[src/sv/hed_pkg.sv]
`timescale 1ns / 1ps
// hed_pkg: shared types, character codes and the reference name table of the entity decoder
package hed_pkg;

  localparam int unsigned WIN_BYTES  = 11;
  localparam int unsigned WIN_LAST   = 10;
  localparam int unsigned NAME_COUNT = 29;
  localparam int unsigned NAME_MAX   = 6;

  localparam logic [7:0] CH_NUL   = 8'h00;
  localparam logic [7:0] CH_AMP   = 8'h26;
  localparam logic [7:0] CH_SEMI  = 8'h3B;
  localparam logic [7:0] CH_HASH  = 8'h23;
  localparam logic [7:0] CH_LX    = 8'h78;
  localparam logic [7:0] CH_UX    = 8'h58;
  localparam logic [7:0] CH_QMARK = 8'h3F;
  localparam logic [7:0] CH_0     = 8'h30;
  localparam logic [7:0] CH_9     = 8'h39;
  localparam logic [7:0] CH_LA    = 8'h61;
  localparam logic [7:0] CH_LF    = 8'h66;
  localparam logic [7:0] CH_UA    = 8'h41;
  localparam logic [7:0] CH_UF    = 8'h46;

  // names are right-aligned in the vector, first character highest
  localparam logic [8*NAME_MAX-1:0] NAME_TEXT [NAME_COUNT] = '{
    "amp", "lt", "gt", "quot", "apos", "nbsp",
    "auml", "ouml", "uuml", "Auml", "Ouml", "Uuml",
    "szlig", "eacute", "egrave", "copy", "reg", "deg",
    "euro", "mdash", "ndash", "hellip", "laquo", "raquo",
    "bdquo", "ldquo", "rdquo", "lsquo", "rsquo"
  };

  localparam logic [2:0] NAME_LEN [NAME_COUNT] = '{
    3'd3, 3'd2, 3'd2, 3'd4, 3'd4, 3'd4,
    3'd4, 3'd4, 3'd4, 3'd4, 3'd4, 3'd4,
    3'd5, 3'd6, 3'd6, 3'd4, 3'd3, 3'd3,
    3'd4, 3'd5, 3'd5, 3'd6, 3'd5, 3'd5,
    3'd5, 3'd5, 3'd5, 3'd5, 3'd5
  };

  localparam logic [7:0] NAME_CODE [NAME_COUNT] = '{
    8'h26, 8'h3C, 8'h3E, 8'h22, 8'h27, 8'h20,
    8'hE4, 8'hF6, 8'hFC, 8'hC4, 8'hD6, 8'hDC,
    8'hDF, 8'hE9, 8'hE8, 8'hA9, 8'hAE, 8'hB0,
    8'h80, 8'h2D, 8'h2D, 8'h2E, 8'h22, 8'h22,
    8'h22, 8'h22, 8'h22, 8'h27, 8'h27
  };

  typedef struct packed {
    logic       ok;
    logic [3:0] val;
  } hed_dig_t;

  // one window in flight through the cell row
  typedef struct packed {
    logic [WIN_BYTES-1:0][7:0] win;
    logic                      run;    // still scanning for ';'
    logic                      hit;    // ';' found, no error so far
    logic [3:0]                semi;   // offset of the ';'
    logic                      num;    // numeric reference
    logic                      hex;    // hex base selected
    logic                      big;    // value reached 256 or more
    logic [7:0]                val;    // low value bits
    logic [NAME_COUNT-1:0]     match;  // table entries still matching
  } hed_tok_t;

  function automatic logic [7:0] name_char(input int unsigned e, input int unsigned i);
    logic [7:0] c;
    c = CH_NUL;
    if (i < NAME_LEN[e]) begin
      c = NAME_TEXT[e][(NAME_LEN[e] - 1 - i) * 8 +: 8];
    end
    return c;
  endfunction

  function automatic hed_dig_t hed_digit(input logic [7:0] b);
    hed_dig_t r;
    r.ok  = 1'b0;
    r.val = 4'd0;
    if (b >= CH_0 && b <= CH_9) begin
      r.ok  = 1'b1;
      r.val = 4'(b - CH_0);
    end else if (b >= CH_LA && b <= CH_LF) begin
      r.ok  = 1'b1;
      r.val = 4'(b - CH_LA + 8'd10);
    end else if (b >= CH_UA && b <= CH_UF) begin
      r.ok  = 1'b1;
      r.val = 4'(b - CH_UA + 8'd10);
    end
    return r;
  endfunction

endpackage

[src/sv/hed_cell.sv]
`timescale 1ns / 1ps
// hed_cell: one cell of the scan row, examines the window byte at offset POS
module hed_cell import hed_pkg::*; #(
  parameter int unsigned POS = 0
) (
  input  logic     clk_i,
  input  logic     rst_ni,
  input  logic     in_valid_i,
  input  hed_tok_t in_tok_i,
  output logic     ready_o,
  input  logic     down_ready_i,
  output logic     valid_o,
  output hed_tok_t tok_o
);

  logic       valid_q;
  hed_tok_t   tok_q, tok_d;
  logic [7:0] b;
  hed_dig_t   dig;
  logic [11:0] acc;

  assign ready_o = !valid_q || down_ready_i;

  always_comb begin
    tok_d = in_tok_i;
    b     = in_tok_i.win[POS];
    dig   = hed_digit(b);
    if (in_tok_i.hex) begin
      acc = {in_tok_i.val, 4'h0} + {8'h00, dig.val};
    end else begin
      acc = {1'b0, in_tok_i.val, 3'b000} + {3'b000, in_tok_i.val, 1'b0} + {8'h00, dig.val};
    end
    if (POS == 0) begin
      tok_d.run   = (b == CH_AMP);
      tok_d.hit   = 1'b0;
      tok_d.semi  = 4'd0;
      tok_d.num   = 1'b0;
      tok_d.hex   = 1'b0;
      tok_d.big   = 1'b0;
      tok_d.val   = 8'd0;
      tok_d.match = '1;
    end else if (in_tok_i.run) begin
      if (b == CH_SEMI) begin
        tok_d.run  = 1'b0;
        tok_d.hit  = 1'b1;
        tok_d.semi = 4'(POS);
        // name length must equal the entry length exactly
        for (int e = 0; e < NAME_COUNT; e++) begin
          tok_d.match[e] = in_tok_i.match[e] && (32'(NAME_LEN[e]) == POS - 1);
        end
      end else if (b == CH_NUL) begin
        tok_d.run = 1'b0;
      end else begin
        for (int e = 0; e < NAME_COUNT; e++) begin
          tok_d.match[e] = in_tok_i.match[e] && (name_char(e, POS - 1) == b) &&
                           (POS - 1 < 32'(NAME_LEN[e]));
        end
        if (POS == 1) begin
          tok_d.num = (b == CH_HASH);
        end else if (in_tok_i.num) begin
          if (POS == 2 && (b == CH_LX || b == CH_UX)) begin
            tok_d.hex = 1'b1;
          end else if (!dig.ok) begin
            tok_d.run = 1'b0;
          end else begin
            tok_d.val = acc[7:0];
            tok_d.big = in_tok_i.big || (acc[11:8] != 4'd0);
          end
        end
      end
    end
  end

  always_ff @(posedge clk_i or negedge rst_ni) begin
    if (!rst_ni) begin
      valid_q <= 1'b0;
    end else if (ready_o) begin
      valid_q <= in_valid_i;
    end
  end

  always_ff @(posedge clk_i) begin
    if (ready_o) begin
      tok_q <= tok_d;
    end
  end

  assign valid_o = valid_q;
  assign tok_o   = tok_q;

endmodule

[src/sv/hed_out.sv]
`timescale 1ns / 1ps
// hed_out: resolves the scan outcome into consumed count and decoded byte, output register
module hed_out import hed_pkg::*; (
  input  logic       clk_i,
  input  logic       rst_ni,
  input  logic       in_valid_i,
  input  hed_tok_t   in_tok_i,
  output logic       ready_o,
  output logic       valid_o,
  input  logic       stall_i,
  output logic [3:0] consumed_o,
  output logic [7:0] char_o
);

  logic       valid_q;
  logic [3:0] consumed_q, consumed_d;
  logic [7:0] char_q, char_d;
  logic [7:0] code;
  logic       found;

  assign ready_o = !valid_q || !stall_i;

  always_comb begin
    code = CH_NUL;
    for (int e = 0; e < NAME_COUNT; e++) begin
      if (in_tok_i.match[e]) begin
        code = code | NAME_CODE[e];
      end
    end
    found      = in_tok_i.hit && (in_tok_i.num || (|in_tok_i.match));
    consumed_d = found ? in_tok_i.semi + 4'd1 : 4'd0;
    if (!found) begin
      char_d = CH_NUL;
    end else if (in_tok_i.num) begin
      char_d = (!in_tok_i.big && in_tok_i.val != 8'd0) ? in_tok_i.val : CH_QMARK;
    end else begin
      char_d = code;
    end
  end

  always_ff @(posedge clk_i or negedge rst_ni) begin
    if (!rst_ni) begin
      valid_q <= 1'b0;
    end else if (ready_o) begin
      valid_q <= in_valid_i;
    end
  end

  always_ff @(posedge clk_i) begin
    if (ready_o) begin
      consumed_q <= consumed_d;
      char_q     <= char_d;
    end
  end

  assign valid_o    = valid_q;
  assign consumed_o = consumed_q;
  assign char_o     = char_q;

endmodule

[src/sv/html_entity_decoder_core.sv]
`timescale 1ns / 1ps
// html_entity_decoder_core: top level, row of scan cells plus output register
//
//   channel | direction | handshake                 | payload
//   --------+-----------+---------------------------+-----------------------------
//   in      | sink      | in_valid_i / in_stall_o   | win_0_i .. win_10_i
//   out     | source    | out_valid_o / out_stall_i | consumed_o, decoded_char_o
//
// one transaction per clock sustained while out_stall_i is low; a window passes through
// one cell per window offset 0 .. SPAN and then the output register
// each cell holds one window and hands it on while taking the next, so a
// stalled output only fills bubbles in the row before stalling the input
// reset clears all valid flags; window payload registers are not reset
module html_entity_decoder_core import hed_pkg::*; #(
  parameter int unsigned MAX_SPAN = 10
) (
  input  logic       clk_i,
  input  logic       rst_ni,
  input  logic       in_valid_i,
  output logic       in_stall_o,
  input  logic [7:0] win_0_i,
  input  logic [7:0] win_1_i,
  input  logic [7:0] win_2_i,
  input  logic [7:0] win_3_i,
  input  logic [7:0] win_4_i,
  input  logic [7:0] win_5_i,
  input  logic [7:0] win_6_i,
  input  logic [7:0] win_7_i,
  input  logic [7:0] win_8_i,
  input  logic [7:0] win_9_i,
  input  logic [7:0] win_10_i,
  output logic       out_valid_o,
  input  logic       out_stall_i,
  output logic [3:0] consumed_o,
  output logic [7:0] decoded_char_o
);

  // ';' may stand no later than the window end
  localparam int unsigned SPAN  = (MAX_SPAN < WIN_LAST) ? MAX_SPAN : WIN_LAST;
  localparam int unsigned CELLS = SPAN + 1;

  hed_tok_t in_tok;
  hed_tok_t tok   [CELLS];
  logic     vld   [CELLS];
  logic     rdy   [CELLS];
  logic     out_rdy;

  // incoming window, scan flags are set up by cell zero
  always_comb begin
    in_tok      = '0;
    in_tok.win  = {win_10_i, win_9_i, win_8_i, win_7_i, win_6_i, win_5_i,
                   win_4_i, win_3_i, win_2_i, win_1_i, win_0_i};
  end

  assign in_stall_o = !rdy[0];

  // cell k checks window offset k
  for (genvar k = 0; k < CELLS; k++) begin : g_cell
    hed_cell #(
      .POS(k)
    ) u_cell (
      .clk_i       (clk_i),
      .rst_ni      (rst_ni),
      .in_valid_i  ((k == 0) ? in_valid_i : vld[(k == 0) ? 0 : k - 1]),
      .in_tok_i    ((k == 0) ? in_tok : tok[(k == 0) ? 0 : k - 1]),
      .ready_o     (rdy[k]),
      .down_ready_i((k == CELLS - 1) ? out_rdy : rdy[(k == CELLS - 1) ? k : k + 1]),
      .valid_o     (vld[k]),
      .tok_o       (tok[k])
    );
  end

  // result resolve and output register
  hed_out u_out (
    .clk_i     (clk_i),
    .rst_ni    (rst_ni),
    .in_valid_i(vld[CELLS - 1]),
    .in_tok_i  (tok[CELLS - 1]),
    .ready_o   (out_rdy),
    .valid_o   (out_valid_o),
    .stall_i   (out_stall_i),
    .consumed_o(consumed_o),
    .char_o    (decoded_char_o)
  );

  // a decoded byte is zero exactly when nothing was consumed
  assert property (@(posedge clk_i) disable iff (!rst_ni)
    out_valid_o |-> ((consumed_o == 4'd0) == (decoded_char_o == 8'd0)))
    else $error("decoded byte and consumed count disagree");

  // shortest reference is three bytes, longest ends at the span limit
  assert property (@(posedge clk_i) disable iff (!rst_ni)
    out_valid_o |-> (consumed_o == 4'd0 ||
                     (consumed_o >= 4'd3 && 32'(consumed_o) <= SPAN + 1)))
    else $error("consumed count out of range");

  // a new result only comes from a window held in the last cell
  assert property (@(posedge clk_i) disable iff (!rst_ni)
    $rose(out_valid_o) |-> $past(vld[CELLS - 1]))
    else $error("result appeared without a window in the last cell");

endmodule
[config.mk]
export PLATFORM = sky130hd
export DESIGN_NAME = html_entity_decoder_core
export DESIGN_NICKNAME = d
export VERILOG_FILES = /design/src/sv/hed_pkg.sv /design/src/sv/hed_cell.sv /design/src/sv/hed_out.sv /design/src/sv/html_entity_decoder_core.sv
export SDC_FILE = /design/constraint.sdc
export NUM_CORES = 1
export LEC_CHECK = 0
export BUFFER_PORTS_ARGS = -buffer_cell sky130_fd_sc_hd__buf_2
export CAP_MARGIN = 25
export CORE_MARGIN = 3
export CORE_UTILIZATION = 40
export CTS_CLUSTER_SIZE = 28
export DETAILED_ROUTE_END_ITERATION = 6
export PLACE_DENSITY = 0.61
export SLEW_MARGIN = 20
export SYNTH_ARGS = -nofsm -noshare
export SYNTH_HDL_FRONTEND = slang
export SYNTH_SLANG_ARGS = --single-unit
[constraint.sdc]
create_clock -name clk_i -period 33.5 [get_ports clk_i]
set_clock_uncertainty 0.05 [all_clocks]
set_input_delay 6.7 -clock clk_i [delete_from_list [all_inputs] [get_ports clk_i]]
set_output_delay 6.7 -clock clk_i [all_outputs]
set_load 0.02 [all_outputs]
==> out/summary.txt, run 1 <==
Worst-path maximum fanout: 47
TritonCTS Buffers: 91
Fin util: 45.9%
Routed WL: 59,600 um
Yosys reg bits: 884
Mapped Cells: 2,379
CP max stage delay: 0.82 ns
Switch Pwr: 0.799 mW
Slew margin rel.: 32.5%
Netlist cell types: 89
Vias in the first global route: 18,960
TNS Setup: 0 ns
Reg clk slew, reported paths: 0.06 ns
Wire length per cell: 15.6 um
Vias per cell: 4.90
Synthesized Nets: 2,642
CTS resizes: 0
Crit path DAT: 9.93 ns
Worst skew pair latency: 0.64 ns
Asr flop ratio synth: 1.36%
Worst slew pin tran: 1.01 ns
Hold Buf Count CTS: 0
Sequential share of the synthesized area: 72.4%
# rows: 110
Reg2reg setup slack: 28.67 ns
Fmax: 60.0 MHz
Post-CTS Setup Inserts: 0
Sequential share of power: 52.5%
Ys Warns: 0
Iteration-0 DRC Markers: 940
Fill count: 7,656
Final Hold Fails: 0
Worst reg2reg startpoint: g_cell[7].u_cell.tok_o[110]$_DFFE_PP_
Min-delay src: g_cell[0].u_cell.tok_o[119]$_DFFE_PN_
Status: finished, final reports clean
Final setup fails: 0
VDD IR max: 0.0407 mV
Synth area leader: edfxtp_1
Crit-path slowest cell: nor3_1
Initial Util: 40.5%
Synth top area share: 71.5%
Reg2reg path depth: 15
RSZ-0062 raised after global routing: false
# Max-Cap Violations: 0
Internal Power: 2.32 mW
Final #Nets: 2,818
Area growth syn-to-layout: 13.5%
Area of the core: 0.0904 mm^2
Gpl congestion: 0.874
Power share of the clock group: 31.1%
GRT Util Overall: 12.7%
Post-synth EDFFs: 872
Combinational power share: 16.4%
Time the worst path needs with I/O delays and setup: 16.68 ns
Total global routing overflow: 0
Cell Area, Synth: 0.0366 mm^2
Global-route wire length before repair: 97,500 um
Share of cells above drive strength 1: 12.7%
Worst Setup SP: out_stall_i
CTS sink count: 884
Die area: 0.0952 mm^2
Initial antenna violation count: 0
Min-Delay Path Class: reg2reg
I/O pin total: 106
Worst Setup Start Kind: primary input
Detail Placement HPWL: 42,300 um
Final period util: 49.8%
CTS max path bufs: 3
Syn avg cell area: 15.4 um^2
Max-slew violations: 0
Sw Ratio: 25.6%
Ys flop type: edfxtp_1
TritonRoute pass-1 iters: 5
Routed Antenna Nets: 0
CP Cell Sequence: buf_2 > and3_1 > inv_1 > buf_4 > nor3_1 > nand4_1 > buf_4 > nor2_1 > nand3_4 > inv_1 > buf_2
Pleak: 15.4 nW
Non-filler instance count after layout: 3,808
Die Ht: 309 um
Placed cell count: 3,636
Chip Width: 309 um
Buffers & Inverters on Critical Path: 6
CP Depth: 11
Kind of critical path: in2out
Hold Path Stages: 0
Hold Slack: 0.361 ns
Total vias in the final route: 18,650
Clock H-tree levels: 3
Antenna Cells: 0
IO Port Bufs: 105
Drt drc: 0
Crit end category: primary output
TritonCTS clock tree: built
Largest net degree at the start of global routing: 78
Worst EP required: 26.75 ns
CP delay by family, top: simple AND/OR/NAND/NOR gates
Clock Root Buffer: clkbuf_16
Ranking of synthesized cells by area: edfxtp_1 (72%), ha_1 (5.3%), and2_1 (4.1%)
Pwr dens: 75.0 mW/mm^2
-- stage by stage --
step | cell area, um^2 | power [mW] | setup WS, ns
after floorplan | 36600 | 2.01 | 12.05
after global placement | 38600 | 2.14 | 16.93
after detailed placement | 38600 | 2.18 | 16.76
after CTS | 41500 | 3.16 | 16.76
after global routing | 41500 | 3.30 | 16.51
final | 41500 | 3.12 | 16.82
-- path summary, 6_finish.rpt --
check | end
max in group asynchronous | g_cell[5].u_cell.valid_o$_DFFE_PN0P_
min reg2reg | g_cell[1].u_cell.tok_o[119]$_DFFE_PP_
max | in_stall_o
min | g_cell[1].u_cell.tok_o[119]$_DFFE_PP_
max reg2reg | g_cell[8].u_cell.tok_o[37]$_DFFE_PP_
min in group asynchronous | g_cell[4].u_cell.valid_o$_DFFE_PN0P_
-- registers in the layout (all words and copies together), names as in the netlist --
signal / count
u_out.consumed_o: 4
g_cell.u_cell.tok_o: 860
u_out.char_o: 8
u_out.valid_o: 1
g_cell.u_cell.valid_o: 11
-- Yosys cell counts, drive strengths merged, types with 4 or more instances --
cell type	number
or4	12
buf	12
a41oi	4
and4b	4
xnor2	23
o21ai	100
mux2i	17
or2	14
nor2	127
nand2	108
nor2b	57
nand2b	49
mux2	20
fa	16
inv	101
a21oi	86
a21boi	9
o21a	4
nand3	24
o22ai	4
a31oi	22
a41o	6
o41ai	5
o31ai	8
or3	14
or3b	5
or4b	4
and3	11
and2	239
nand3b	8
xor2	8
dfrtp	12
edfxtp	872
nand4	5
nor4	19
a21o	22
nor3	36
ha	155
nor3b	7
clkbuf	30
o21bai	15
o211ai	5
a22o	6
nor4b	9
a211oi	20
-- power by group through the flow --
stage	clock network, mW	logic (mW)	registers (mW)
after floorplan	0	0.398	1.61
after global placement	0	0.491	1.65
after detailed placement	0	0.513	1.66
after CTS	1.00	0.517	1.64
after global routing	1.05	0.587	1.66
final	0.968	0.511	1.64
-- layout make-up --
class | instances | area (um^2) | share of cell area (%)
multi-input cells | 1352 | 9590 | 23.1
flip-flops and latches | 884 | 26500 | 63.7
repair buffers | 125 | 693 | 1.67
inverters | 101 | 382 | 0.919
well taps | 1176 | 1470 | 3.54
clock buffers | 122 | 2470 | 5.94
clock inverters | 48 | 454 | 1.09
-- worst register-to-register path: cells and delay by family (launching register included) --
family,cells,cell delay (ns)
buffers and inverters,2,0.22
adders and majority gates,3,1.08
DFF,1,0.48
and+or+nand+nor,3,1.39
AOI/OAI and AO/OA,7,1.33
-- layout by cell type (no fill, tap or decap), types with 15 or more instances in the layout --
master	count
a211oi_1	18
a21o_1	22
a21oi_1	81
a31oi_1	22
and2_1	238
buf_2	106
buf_4	18
clkbuf_1	26
clkbuf_16	93
clkinv_2	17
edfxtp_1	872
fa_1	16
ha_1	155
inv_1	98
mux2_2	20
mux2i_1	17
nand2_1	105
nand2b_1	49
nand3_1	21
nor2_1	127
nor2b_1	57
nor3_1	34
nor4_1	19
o21ai_0	97
o21bai_1	15
xnor2_1	23
-- cell families (layout without fill, tap and decap cells) --
logic type	Yosys count	count (layout)	synth area share (%)
simple gates	764	764	11.8
buf+inv	143	396	1.59
mux	37	37	1.08
compound gates	349	349	6.30
flops	884	884	72.4
xor+xnor	31	31	0.742
fa+ha+maj	171	171	6.17
-- routing by layer --
layer	vias up	share of wire, %	GRT usage, %
met2	318	52	23.0
met1	8968	42	15.4
met5	-	0	0
li1	9263	-	-
met3	101	3.7	2.26
met4	0	2.1	4.24
(Power assumes the default switching activity.)
==> run 2, diff against run 1 <==
--- a/config.mk
+++ b/config.mk
@@ -5,6 +5,7 @@
 export SDC_FILE = /design/constraint.sdc
 export NUM_CORES = 1
 export LEC_CHECK = 0
+export ABC_AREA = 1
 export BUFFER_PORTS_ARGS = -buffer_cell sky130_fd_sc_hd__buf_2
 export CAP_MARGIN = 25
 export CORE_MARGIN = 3
==> constraint.sdc (replaced) <==
create_clock -name clk_i -period 15.7 [get_ports clk_i]
set_clock_uncertainty 0.05 [all_clocks]
set_input_delay 3.14 -clock clk_i [delete_from_list [all_inputs] [get_ports clk_i]]
set_output_delay 3.14 -clock clk_i [all_outputs]
set_load 0.02 [all_outputs]
==> out/summary.txt, run 2 <==
Area of the core: 0.0952 mm^2
Pwr Total: 7.95 mW
Worst-path maximum fanout: 56
Final setup margin: 6.66 ns
Yosys reg bits: 884
Crit-path slowest cell: buf_4
Post-synth top cells: edfxtp_1 (872), nand2_1 (694), inv_1 (584)
Gpl congestion: 0.859
Reg2reg path depth: 19
Total vias in the final route: 21,418
Routed Antenna Nets: 0
R2r endpoint: g_cell[7].u_cell.tok_o[37]$_DFFE_PP_
# rows: 113
Final Hold Fails: 0
Fill count: 8,627
Initial antenna violation count: 0
Area growth syn-to-layout: 13.0%
Min-delay src: g_cell[6].u_cell.tok_o[118]$_DFFE_PP_
Crit path DAT: 5.85 ns
Min-Delay Path Class: reg2reg
Slew margin rel.: 30.9%
Main combinational cell family by area after synthesis: simple AND/OR/NAND/NOR gates
Cell Area, Synth: 0.0384 mm^2
Compound-gate portion of the synthesized area: 3.69%
Pleak: 18.8 nW
Asr flop ratio synth: 1.36%
Post-synthesis simple-gate area fraction: 14.2%
Hold Path Stages: 0
Final setup fails: 0
Vias in the first global route: 20,977
Post-Synth XOR/XNOR Area: 0.844%
Total global routing overflow: 0
CP Cell Sequence: buf_2 > nand4_4 > buf_4 > nor2_4 > nand4_4 > nor2_4 > nand2_4 > nor2_4 > nand2_4 > nor2_4 > buf_2
Buffers & Inverters on Critical Path: 3
Reg clk slew, reported paths: 0.06 ns
Worst reg2reg startpoint: g_cell[6].u_cell.tok_o[102]$_DFFE_PP_
CP delay by family, top: simple AND/OR/NAND/NOR gates
Vias per cell: 4.48
Share of cells above drive strength 1: 9.60%
Clock Root Buffer: clkbuf_16
Clock H-tree levels: 3
Worst slew pin tran: 1.04 ns
Fin util: 45.6%
Most frequent cell after synthesis: edfxtp_1
I/O pin total: 106
Die Ht: 316 um
IO Port Bufs: 105
Hold Path End: g_cell[7].u_cell.tok_o[118]$_DFFE_PP_
Mapped Cells: 3,273
Placement Setup Slack: 6.55 ns
Worst skew pair latency: 0.65 ns
CTS sink count: 884
CP most frequent cell: nor2_4
Iteration-0 DRC Markers: 1,341
Synth top area share: 68.2%
Largest net degree at the start of global routing: 86
Final #Nets: 3,709
CTS max path bufs: 3
Time the worst path needs with I/O delays and setup: 9.04 ns
Antenna Cells: 0
GRT Util Overall: 13.2%
CTS resizes: 0
Final period util: 57.6%
Crit end category: primary output
Global-route wire length before repair: 106,000 um
Worst EP required: 12.51 ns
VDD IR max: 0.101 mV
Ranking of synthesized cells by area: edfxtp_1 (68%), nand2_1 (6.8%), inv_1 (5.7%)
Reg2reg setup slack: 11.76 ns
TritonRoute pass-1 iters: 5
Max-slew violations: 0
Fmax: 111 MHz
RSZ-0062 raised after global routing: false
Detail Placement HPWL: 45,800 um
Post-synth EDFFs: 872
TritonCTS clock tree: built
Post-Synth Adder-Cell Area: 5.88%
Commonest cells after routing, fill and taps aside: edfxtp_1 (872), nand2_1 (693), inv_1 (581)
Netlist cell types: 58
Worst Setup Start Kind: primary input
Status: finished, final reports clean
Post-CTS Setup Inserts: 0
Initial Util: 40.4%
TNS Setup: 0 ns
Drt drc: 0
Syn avg cell area: 11.7 um^2
Chip Width: 316 um
CP max stage delay: 0.35 ns
Kind of critical path: in2out
Hold Slack: 0.359 ns
Max reg flops: 860
Routed WL: 64,300 um
Hold Buf Count CTS: 0
# Max-Cap Violations: 0
Sequential share of the synthesized area: 68.9%
Synthesized Nets: 3,536
Synth area leader: edfxtp_1
Pwr dens: 183 mW/mm^2
Die area: 0.0998 mm^2
Wire length per cell: 13.4 um
Ys Warns: 0
Ys flop type: edfxtp_1
Multiplexer share of the synthesized area: 0%
Commonest non-fill, non-tap cell in the layout: edfxtp_1
TritonCTS Buffers: 90
[run 2: changes by cell type after synthesis, sizes merged, moves of 57 or more]
cell and delta:
nand2 +603, nand3 +102, nor2 +224, nor2b -57
inv +499, and2 -239
[run 2: through the flow]
step / area [um^2] / instances
after floorplan: 38400 / 3273
after global placement: 40400 / 4619
after detailed placement: 40400 / 4619
after CTS: 43400 / 4786
after global routing: 43400 / 4786
final: 43400 / 4786
[run 2: worst register-to-register path, stage by stage, from the launching register on]
cell and delay, ns:
edfxtp_1 0.43, inv_1 0.14, ha_1 0.18, o21ai_0 0.09, a21o_1 0.24, o21ai_0 0.62, inv_1 0.13, fa_1 0.51
fa_1 0.48, nand3b_1 0.17, nand2_1 0.13, nand2_1 0.09, nand2_1 0.06, nand2_1 0.04, nand3_1 0.06, nand2_1 0.06
nor2_1 0.10, nand2_1 0.05, nand2_1 0.06, nand2_1 0.05
[run 2: worst max path at each step]
stage,start,to,slack (ns),cells after the start
floorplan,out_stall_i,in_stall_o,5.34,8
global placement,out_stall_i,in_stall_o,6.66,11
detailed placement,out_stall_i,in_stall_o,6.55,11
CTS,out_stall_i,in_stall_o,6.55,11
global route,out_stall_i,in_stall_o,6.29,11
finish,out_stall_i,in_stall_o,6.66,11
[run 2: cell type report]
| cell class | count | area (um^2) | area share, % |
|---|---|---|---|
| flip-flops and latches | 884 | 26500 | 61.0 |
| clock buffers | 108 | 2360 | 5.44 |
| inverters | 606 | 2280 | 5.26 |
| repair buffers | 118 | 631 | 1.45 |
| well taps | 1265 | 1580 | 3.65 |
| multi-input cells | 1746 | 9470 | 21.8 |
| clock inverters | 59 | 593 | 1.37 |
[run 2: kinds of logic (layout without fill, tap and decap cells)]
family | after synthesis | count (layout)
buffers and inverters | 643 | 891
and+or+nand+nor | 1290 | 1290
xor gates and xnor gates | 37 | 37
adders and majority gates | 171 | 171
DFF | 884 | 884
AOI/OAI and AO/OA | 248 | 248
[run 2: power breakdown]
| part | leakage, nW | internal, mW | switching, mW |
|---|---|---|---|
| Combinational | 8.39 | 0.650 | 1.25 |
| Sequential | 9.02 | 3.59 | 0.369 |
| Clock | 1.45 | 1.22 | 0.873 |
| Total | 18.8 | 5.45 | 2.49 |
[run 2: routing by layer]
metal | up-vias | share of wire [%] | wire [um] | track usage, %
li1 | 11255 | - | - | -
met1 | 9685 | 46 | 29700 | 17.4
met2 | 363 | 47 | 30300 | 21.8
met3 | 115 | 3.9 | 2520 | 2.36
met4 | 0 | 2.8 | 1830 | 4.83
met5 | - | 0 | 0 | 0
